## src/hw/rtl/pcp_fifo.sv

```systemverilog
// Small flip-flop queue with first-word-fall-through head.
module pcp_fifo #(
  parameter int unsigned Width = 8,
  parameter int unsigned Depth = 2
) (
  input  logic             clk_i,
  input  logic             rst_ni,
  input  logic             push_i,
  input  logic [Width-1:0] data_i,
  output logic             full_o,
  input  logic             pop_i,
  output logic [Width-1:0] data_o,
  output logic             empty_o
);
  localparam int unsigned AW = (Depth > 1) ? $clog2(Depth) : 1;
  localparam int unsigned CW = $clog2(Depth + 1);

  logic [Width-1:0] mem_q [Depth];
  logic [AW-1:0]    wptr_q, wptr_d, rptr_q, rptr_d;
  logic [CW-1:0]    cnt_q, cnt_d;
  logic             do_push, do_pop;

  assign full_o  = (cnt_q == CW'(Depth));
  assign empty_o = (cnt_q == '0);
  assign do_push = push_i && !full_o;
  assign do_pop  = pop_i && !empty_o;
  assign data_o  = mem_q[rptr_q];

  always_comb begin
    wptr_d = wptr_q;
    rptr_d = rptr_q;
    cnt_d  = cnt_q;
    if (do_push) begin
      wptr_d = (wptr_q == AW'(Depth - 1)) ? '0 : wptr_q + AW'(1);
    end
    if (do_pop) begin
      rptr_d = (rptr_q == AW'(Depth - 1)) ? '0 : rptr_q + AW'(1);
    end
    if (do_push && !do_pop) begin
      cnt_d = cnt_q + CW'(1);
    end else if (do_pop && !do_push) begin
      cnt_d = cnt_q - CW'(1);
    end
  end

  always_ff @(posedge clk_i or negedge rst_ni) begin
    if (!rst_ni) begin
      wptr_q <= '0;
      rptr_q <= '0;
      cnt_q  <= '0;
    end else begin
      wptr_q <= wptr_d;
      rptr_q <= rptr_d;
      cnt_q  <= cnt_d;
    end
  end

  always_ff @(posedge clk_i) begin
    if (do_push) begin
      mem_q[wptr_q] <= data_i;
    end
  end

endmodule

```

## config.mk

```make
export PLATFORM = sky130hd
export DESIGN_NAME = pcp_fifo
export DESIGN_NICKNAME = d
export VERILOG_FILES = /design/src/hw/rtl/pcp_fifo.sv
export SDC_FILE = /design/constraint.sdc
export NUM_CORES = 1
export LEC_CHECK = 0
export ABC_AREA = 1
export BUFFER_PORTS_ARGS = -buffer_cell sky130_fd_sc_hd__buf_2
export CAP_MARGIN = 20
export CORE_MARGIN = 4
export CORE_UTILIZATION = 53
export CTS_BUF_LIST = sky130_fd_sc_hd__clkbuf_4 sky130_fd_sc_hd__clkbuf_8 sky130_fd_sc_hd__clkbuf_16
export DETAILED_ROUTE_END_ITERATION = 12
export PLACE_DENSITY_LB_ADDON = 0.05
export SYNTH_ARGS = -nofsm -noshare
export SYNTH_HDL_FRONTEND = slang
export SYNTH_SLANG_ARGS = --single-unit
```

## constraint.sdc

```tcl
create_clock -name clk_i -period 2.5 [get_ports clk_i]
set_input_delay 0.125 -clock clk_i [delete_from_list [all_inputs] [get_ports clk_i]]
set_output_delay 0.125 -clock clk_i [all_outputs]
set_load 0.02 [all_outputs]
```

==> flow_metrics.env <==
export IMPL_place_hpwl_um=1050
export IMPL_yosys_top_cells_count="nand2_1, edfxtp_1, inv_1, dfrtp_1"
export IMPL_rows=13
export IMPL_die_h_um=47.1
export IMPL_core_area_mm2=0.00137
export IMPL_htreeDepth=1
export IMPL_root_buffer="clkbuf_4"
export IMPL_syn2layout_area_growth_pct=31.1
export IMPL_finalCritPeriodShare_pct=61.2
export IMPL_nNetsFinal=119
export IMPL_slowest_delay_ns=0.52
export IMPL_power_density_mw_per_mm2=1200
export IMPL_gp_congestion=0.759
export IMPL_wl_per_cell_um=12.4
export IMPL_numClockSinks=20
export IMPL_grt_pass1_vias=545
export IMPL_finalCriticalPeriod_ns=1.53
export IMPL_initial_core_util_pct=59.2
export IMPL_status="finished, final reports clean"
export IMPL_max_cap_violations=0
export IMPL_finalHoldViolCount=0
export IMPL_cp_end_kind="register"
export IMPL_die_w_um=47.1
export IMPL_gr_usage_all_layers_pct=16.7
export IMPL_setup_viol=0
export IMPL_hold_path_class="input pin to register"
export IMPL_finClkSkew_ns=0.00252
export IMPL_clk_pin_slew_worst_paths_ns=0.11
export IMPL_drt_iter0_markers=16
export IMPL_placed_area_um2=928
export IMPL_cts_tree="built"
export IMPL_fin_cells=120
export IMPL_post_cts_resized=0
export IMPL_ir_worst_vdd_mv=0.716
export IMPL_antenna_found_initial=0
export IMPL_final_setup_tns_ns=0
export IMPL_synth_distinct_cells=14
export IMPL_synth_seq_cells=20
export IMPL_grt_pass1_wl_um=2370
export IMPL_worst_setup_path_start_kind="register"
export IMPL_grt_max_degree=13
export IMPL_required_ns=2.45
export IMPL_port_buffers=21
export IMPL_numCtsBuffers=3
export IMPL_wirelength_um=1490
export IMPL_drc=0
export IMPL_syn_mean_instance_area_um2=11.1
export IMPL_antenna_left=0
export IMPL_yosysWarnings=0
export IMPL_via_per_inst=4.88
export IMPL_cp_max_fo=8
export IMPL_rsz0062_at_grt="false"
export IMPL_antennaDiodeCount=0
export IMPL_tightestPinTransition_ns=0.648
export IMPL_dp_cells=108
export IMPL_yosysTopAreaCell="edfxtp_1"
export IMPL_clockBufferDepth=2
export IMPL_synthTopCellsByArea="edfxtp_1, nand2_1, dfrtp_1"
export IMPL_drv_slew=0
export IMPL_fp_dieArea_mm2=0.00222
export IMPL_synth_ff_type="edfxtp_1"
export IMPL_synth_top_area_share_pct=59.4
export IMPL_power_leakage_nw=0.506
export IMPL_final_area_mm2=0.00106
export IMPL_cp_data_arrival_time_ns=1.48
export IMPL_critPathSlowestCell="nor2_1"
export IMPL_hold_buffers=3
export IMPL_dr_pass1_iters=4
export IMPL_synth_async_reset_ratio_pct=20.0
export IMPL_vias=585
export IMPL_netlist_instances=73
export IMPL_insertion_delay_ns=0.31
export IMPL_grt_ovfl_total=0
export IMPL_yosysSeqAreaShare_pct=71.7
export IMPL_synth_edf_count=16
export IMPL_yosysMostFrequentCell="nand2_1"
export IMPL_fmax_mhz=653
export IMPL_syn_cell_area_um2=810
export IMPL_slew_headroom_pct=56.6
export IMPL_drive_above_1_share_pct=26.7
export IMPL_postCtsSetupRepairBufs=0
export IMPL_critPathKind="register to register"
export IMPL_boundaryPins=22
export IMPL_synth_fp_nets=86
export IMPL_path_cells="o21ai_0 > nor2_1"
-- state kept, by name (all words and copies together), names as in the netlist --
| register | cells |
|---|---|
| mem_q | 16 |
| rptr_q | 1 |
| wptr_q | 1 |
| cnt_q | 2 |
-- power by group --
group / internal, mW / switching (mW)
Clock: 0.162 / 0.101
Combinational: 0.158 / 0.321
Sequential: 0.463 / 0.0654
-- metrics by stage --
step	utilization, %	worst slack (ns)	total power, mW	hold WS (ns)
final	77.7	0.969	1.27	0.00763
after global routing	77.7	0.867	1.35	0.00210
after CTS	74.0	0.957	1.27	0.00146
after detailed placement	67.9	0.969	1.01	-0.0629
after global placement	67.9	1.01	0.982	-0.0640
after floorplan	-	1.10	0.848	-0.171
-- final timing paths --
kind | start | end | slack [ns] | cells after the start
max | cnt_q[0]$_DFFE_PN0P_ | mem_q[1][7]$_DFFE_PP_ | 0.97 | 2
min | data_i[3] | mem_q[0][3]$_DFFE_PP_ | 0.008 | 1
max reg2reg | cnt_q[0]$_DFFE_PN0P_ | mem_q[1][7]$_DFFE_PP_ | 0.97 | 2
min reg2reg | wptr_q$_DFFE_PN0N_ | wptr_q$_DFFE_PN0N_ | 0.51 | 2
max in group asynchronous | rst_ni | wptr_q$_DFFE_PN0N_ | 2.23 | 2
min in group asynchronous | rst_ni | cnt_q[0]$_DFFE_PN0P_ | 0.15 | 2
-- routing by layer --
layer / share of wire [%] / GRT usage, % / vias to the layer above
li1: - / - / 300
met1: 42 / 19.4 / 255
met2: 47 / 27.1 / 24
met3: 8.4 / 3.83 / 6
met4: 3.1 / 11.6 / 0
met5: 0 / 0 / -
-- cell families (layout without fill, tap and decap cells) --
| family | after synthesis | in the layout | synth area share [%] |
|---|---|---|---|
| xor gates and xnor gates | 1 | 1 | 1.08 |
| and+or+nand+nor | 40 | 40 | 20.1 |
| DFF | 20 | 20 | 71.7 |
| buffers and inverters | 9 | 41 | 4.33 |
| adders and majority gates | 1 | 1 | 1.55 |
| AOI/OAI and AO/OA | 2 | 2 | 1.24 |
-- critical path, delay by kind of cell, from the launching register on --
family           cells  cell delay [ns]
AND/OR/NAND/NOR      1             0.52
flip-flops           1             0.50
AO/OA/AOI/OAI        1             0.16
-- cell usage in the layout, fill, tap and decap left out, drive strengths merged --
cell type    instances
dfrtp                4
nand4                1
nand3                1
nand3b               1
nand2               33
nor2                 4
dlygate4sd3          8
clkbuf               3
bufinv               1
o21ai                2
inv                  8
xnor2                1
edfxtp              16
buf                 21
ha                   1
-- cell type report --
cell class,instances,area (um^2)
fill,92,305
tap,15,18.8
clock buffer,3,22.5
sequential,20,581
timing repair buffer,29,185
multi-input combinational,44,194
inverter,8,30.0
clock inverter,1,30.0
Note: power is estimated with default switching activity, not from simulation.
