## src/hw/rtl/pcp_pkg.sv

```systemverilog
// Shared types, constants and tables of the parametric curve point block.
package pcp_pkg;

  localparam int unsigned CordicStagesDef = 16;
  localparam int unsigned MidDepth        = 4;
  localparam int unsigned OutDepth        = 2;

  localparam logic [16:0] QOne      = 17'd65536;
  localparam logic [32:0] Deg90     = 33'd5898240;
  // 92 full turns: lifts any blended angle above zero, keeps quadrant phase
  localparam logic signed [51:0] AngleLift = 52'sd2170552320;
  // ceil(2^22 / 45): exact quotient for 16-bit numerators
  localparam logic [32:0] Recip45   = 33'd93207;
  localparam logic [57:0] Deg2Rad   = 58'd19190098069;
  localparam logic signed [32:0] CordicGain = 33'sd652032874;

  typedef enum logic [1:0] {
    SHAPE_LINE  = 2'd0,
    SHAPE_ARC   = 2'd1,
    SHAPE_QUAD  = 2'd2,
    SHAPE_CUBIC = 2'd3
  } shape_e;

  typedef enum logic [2:0] {
    REG_SHAPE  = 3'd0,
    REG_CP0    = 3'd1,
    REG_CP1    = 3'd2,
    REG_CP2    = 3'd3,
    REG_CP3    = 3'd4,
    REG_RADIUS = 3'd5,
    REG_START  = 3'd6,
    REG_END    = 3'd7
  } reg_e;

  typedef struct packed {
    shape_e             shape;
    logic [3:0][63:0]   cp;
    logic [31:0]        radius;
    logic signed [31:0] ang_start;
    logic signed [31:0] ang_end;
  } cfg_t;

  typedef struct packed {
    shape_e      shape;
    logic [16:0] t;
    logic [16:0] u;
  } item_t;

  typedef struct packed {
    logic signed [31:0] x;
    logic signed [31:0] y;
  } point_t;

  function automatic logic signed [31:0] sat32(input logic signed [67:0] v);
    logic signed [31:0] r;
    if (v > 68'sd2147483647) begin
      r = 32'sh7fffffff;
    end else if (v < -68'sd2147483648) begin
      r = 32'sh80000000;
    end else begin
      r = v[31:0];
    end
    return r;
  endfunction

  function automatic logic [29:0] atan_q30(input logic [4:0] i);
    logic [29:0] r;
    case (i)
      5'd0:  r = 30'd843314857;
      5'd1:  r = 30'd497837829;
      5'd2:  r = 30'd263043837;
      5'd3:  r = 30'd133525159;
      5'd4:  r = 30'd67021687;
      5'd5:  r = 30'd33543516;
      5'd6:  r = 30'd16775851;
      5'd7:  r = 30'd8388437;
      5'd8:  r = 30'd4194283;
      5'd9:  r = 30'd2097149;
      5'd10: r = 30'd1048576;
      5'd11: r = 30'd524288;
      5'd12: r = 30'd262144;
      5'd13: r = 30'd131072;
      5'd14: r = 30'd65536;
      5'd15: r = 30'd32768;
      5'd16: r = 30'd16384;
      5'd17: r = 30'd8192;
      5'd18: r = 30'd4096;
      5'd19: r = 30'd2048;
      5'd20: r = 30'd1024;
      5'd21: r = 30'd512;
      5'd22: r = 30'd256;
      5'd23: r = 30'd128;
      5'd24: r = 30'd64;
      5'd25: r = 30'd32;
      5'd26: r = 30'd16;
      5'd27: r = 30'd8;
      5'd28: r = 30'd4;
      5'd29: r = 30'd2;
      5'd30: r = 30'd1;
      default: r = 30'd0;
    endcase
    return r;
  endfunction

endpackage

```

## src/hw/rtl/pcp_front.sv

```systemverilog
// Front end: clamps the curve parameter, forms 1 - t and tags the curve kind.
module pcp_front (
  input  logic [16:0]     t_i,
  input  pcp_pkg::shape_e shape_i,
  output pcp_pkg::item_t  item_o
);
  import pcp_pkg::*;

  logic [16:0] t_clamped;

  // anything above one counts as one
  assign t_clamped    = (t_i > QOne) ? QOne : t_i;
  assign item_o.t     = t_clamped;
  assign item_o.u     = QOne - t_clamped;
  assign item_o.shape = shape_i;

endmodule

```

## config.mk

```make
export PLATFORM = sky130hd
export DESIGN_NAME = pcp_front
export DESIGN_NICKNAME = d
export VERILOG_FILES = /design/src/hw/rtl/pcp_pkg.sv /design/src/hw/rtl/pcp_front.sv
export SDC_FILE = /design/constraint.sdc
export NUM_CORES = 1
export LEC_CHECK = 0
export BUFFER_PORTS_ARGS = -buffer_cell sky130_fd_sc_hd__buf_4
export CAP_MARGIN = 10
export CORE_MARGIN = 4
export CORE_UTILIZATION = 30
export DETAILED_ROUTE_END_ITERATION = 16
export PLACE_DENSITY = 0.66
export SETUP_SLACK_MARGIN = 0.3
export SLEW_MARGIN = 20
export SYNTH_ARGS = -nofsm -noshare
export SYNTH_HDL_FRONTEND = slang
export SYNTH_SLANG_ARGS = --single-unit
```

## constraint.sdc

```tcl
create_clock -name vclk -period 1.3
set_input_delay 0.065 -clock vclk [all_inputs]
set_output_delay 0.065 -clock vclk [all_outputs]
set_load 0.02 [all_outputs]
```

==> summary.md <==
| Metric | Value |
|---|---|
| Ratio of final minimum period to clock period | `1.13` |
| Number of library cell types mapped by synthesis | `about 40` |
| Warnings, synthesis | `0` |
| Net switching power | `0.301 mW` |
| Critical Path Sink | `item_o[10]` |
| Number of instances in the synthesized netlist | `94` |
| Arrival @ worst endpoint | `~1400 ps` |
| Internal Power | `between 0.3 and 0.4 mW` |
| Clkbuf count | `0` |
| Height of the die | `about 54 um` |
| Worst setup path category | `in2out` |
| Final count of negative-setup-slack endpoints | `14` |
| Simple-gate portion of the synthesized area | `0.573` |
| Cell total after placement | `200` |
| Utilization of the core after routing | `0.864` |
| DRC violations left | `0` |
| Compound-gate portion of the synthesized area | `0.268` |
| Total via count after detailed routing | `1,034` |
| Worst relative slew slack | `0.752` |
| Number of violations of the max-capacitance limit | `0` |
| Final cell area excluding filler cells | `between 1500 and 2000 sq um` |
| GPL Wtd Cong | `~0.72` |
| Net total in the final layout | `200` |
| Avg WL per Cell | `14.3 um` |
| Actual slew at the worst max-slew pin | `369 ps` |
| Total of buffers placed on input and output ports | `51` |
| Total nets after synthesis | `roughly 110` |
| Overflow left after global routing | `0` |
| Achievable Freq | `between 600 and 700 MHz` |
| Largest net degree at the start of global routing | `18` |
| Share of final-layout standard cells stronger than drive strength 1 | `0.781` |
| Total count of hold-check failures in the final report | `0` |
| Sequential element share of the synthesized area | `0` |
| Critical path endpoint category | `output port` |
| Worst hold-check slack | `between 100 and 150 ps` |
| CORE AREA | `approximately 2000 sq um` |
| Area used by sequential logic in the layout | `0 sq um` |
| Die Outline Area | `roughly 2900 sq um` |
| Final Slew Violations | `0` |
| Number of primary I/O pins | `55` |
| Total power | `0.635 mW` |
| Initial Util | `0.321` |
| Multiplexer share of the synthesized area | `0.0354` |
| Share of total power in combinational logic | `1.000` |
| Adder-Cell Fraction of Synth Area | `0.0197` |
| Fill cell total of the finished layout | `102` |
| Max FO, Critical Path | `3` |
| Portion of total power attributed to sequential cells | `0` |
| Number of sequential storage elements | `0` |
| Wire length of the first global-routing pass | `4670 um` |
| Outcome | `finished with violations` |
| Via/cell ratio | `5.04` |
| Setup slack after placement | `-199 ps` |
| Clock period minus final worst setup slack | `1460 ps` |
| Switching Fraction | `0.473` |
| Sort of element at the start of the critical path | `input pin` |
| RSZ-0062 raised after global routing | `true` |
| Startpoint of the worst setup timing path | `t_i[0]` |
| Antenna Cells | `0` |
| Width of the chip | `54.0 um` |
| Total cell area at the placement stage | `around 1400 sq um` |
| Aggregate negative setup slack | `-1380 ps` |
| Class of the tightest hold or removal check | `in2out` |
| Power density over cell area | `about 370 nW/um^2` |
| Drt pass-1 iters | `4` |
| Number of global-route vias before repair | `roughly 1k` |
| Total Routing Usage GR | `0.209` |
| Non-filler cells in the finished layout | `205` |
| Final Routed Wirelength | `2940 um` |
| Dominant combinational cell family by area after synthesis | `simple AND/OR/NAND/NOR gates` |
| Slack of the critical path | `-163 ps` |
| Xor and xnor area share after synthesis | `0.0276` |
| Final antenna-violating net count | `0` |
| Sum of net half-perimeters after detailed placement | `2310 um` |
| Rows | `16` |
| Worst Path Required | `1240 ps` |
| Total standard cell area after synthesis | `~640 sq um` |
| DR iter-0 viols | `6` |
| Antenna violations before repair | `0` |
| Share of total power in the clock network | `0` |
| Area overhead of the layout relative to synthesis | `169%` |
| Total leakage power | `approximately 0.76 nW` |
| Worst voltage drop across the vdd grid | `between 200 and 300 uV` |
| Syn avg cell area | `between 6 and 7 sq um` |
| Violations in the final reports | `setup timing` |
==> Yosys cell counts (2+ instances only) <==
cell | number | share of area
a211oi_1 | 4 | 0.047
a21boi_0 | 2 | 0.024
and2_1 | 5 | 0.049
buf_4 | 3 | 0.035
clkbuf_1 | 4 | 0.024
inv_1 | 2 | 0.012
nand2_1 | 2 | 0.012
nand2b_1 | 3 | 0.030
nand3_1 | 3 | 0.024
nor2_1 | 11 | 0.065
nor2b_1 | 12 | 0.12
nor3_1 | 6 | 0.047
nor4_1 | 2 | 0.020
nor4_4 | 2 | 0.067
o21a_1 | 4 | 0.047
o31a_1 | 2 | 0.028
or4_1 | 2 | 0.024
xnor2_1 | 2 | 0.028
==> what timing repair did <==
item	4_1_cts	5_1_grt
endpoints found under the setup margin	20	21
setup buffers	3	2
pin swaps	20	6
hold buffers	0	0
gates resized for setup	41	15
==> worst min-delay path by stage <==
| stage | start | endpoint | slack (ps) | depth (start not counted) |
|---|---|---|---|---|
| final | shape_i[1] | item_o[35] | 130 | 0 |
| after global routing | shape_i[1] | item_o[35] | 130 | 0 |
| after CTS | shape_i[0] | item_o[34] | 130 | 0 |
| after detailed placement | shape_i[0] | item_o[34] | 130 | 0 |
| after global placement | shape_i[0] | item_o[34] | 130 | 0 |
| after floorplan | t_i[16] | item_o[31] | 210 | 1 |
==> cells in the final DEF, fill, tap and decap left out, types with 3 or more instances in the layout <==
cell type,instances
buf_4,64
buf_6,24
nor2b_1,10
nor2_1,6
and2_4,5
nor4_4,4
o21a_1,4
nand2b_4,3
nor3_4,3
nor3_1,3
nand3_2,3
nor2_2,3
a211oi_2,3
buf_8,3
==> kinds of logic after synthesis <==
group,Yosys count
simple gates,57
mux,2
xor+xnor,2
fa+ha+maj,1
buf+inv,10
compound gates,22
==> cell type report <==
class,instances,area (sq um),area share
well taps,27,33.8,0.0197
multi-input cells,84,856,0.500
repair buffers,92,816,0.476
inverters,2,7.51,0.00438
==> layer usage <==
layer / wire length [um] / global-route usage / vias up
met5: 0 / 0 / -
met4: 0 / 0 / 0
met3: 127 / 0.00554 / 0
met2: 1590 / 0.407 / 27
met1: 1220 / 0.267 / 490
li1: - / - / 517
==> power by group through the flow <==
stage	clock (mW)	sequential [mW]	combinational, mW
finish	0	0	0.635
global route	0	0	0.677
CTS	0	0	0.599
detailed placement	0	0	0.550
global placement	0	0	0.542
floorplan	0	0	0.300
==> worst max-delay path: stages <==
cell,delay [ps]
buf_8,100
buf_4,130
nand2b_4,70
ha_4,150
nand3_2,100
or4_4,450
a32oi_4,190
buf_6,140
No activity file was read; power rests on OpenSTA's default activity.
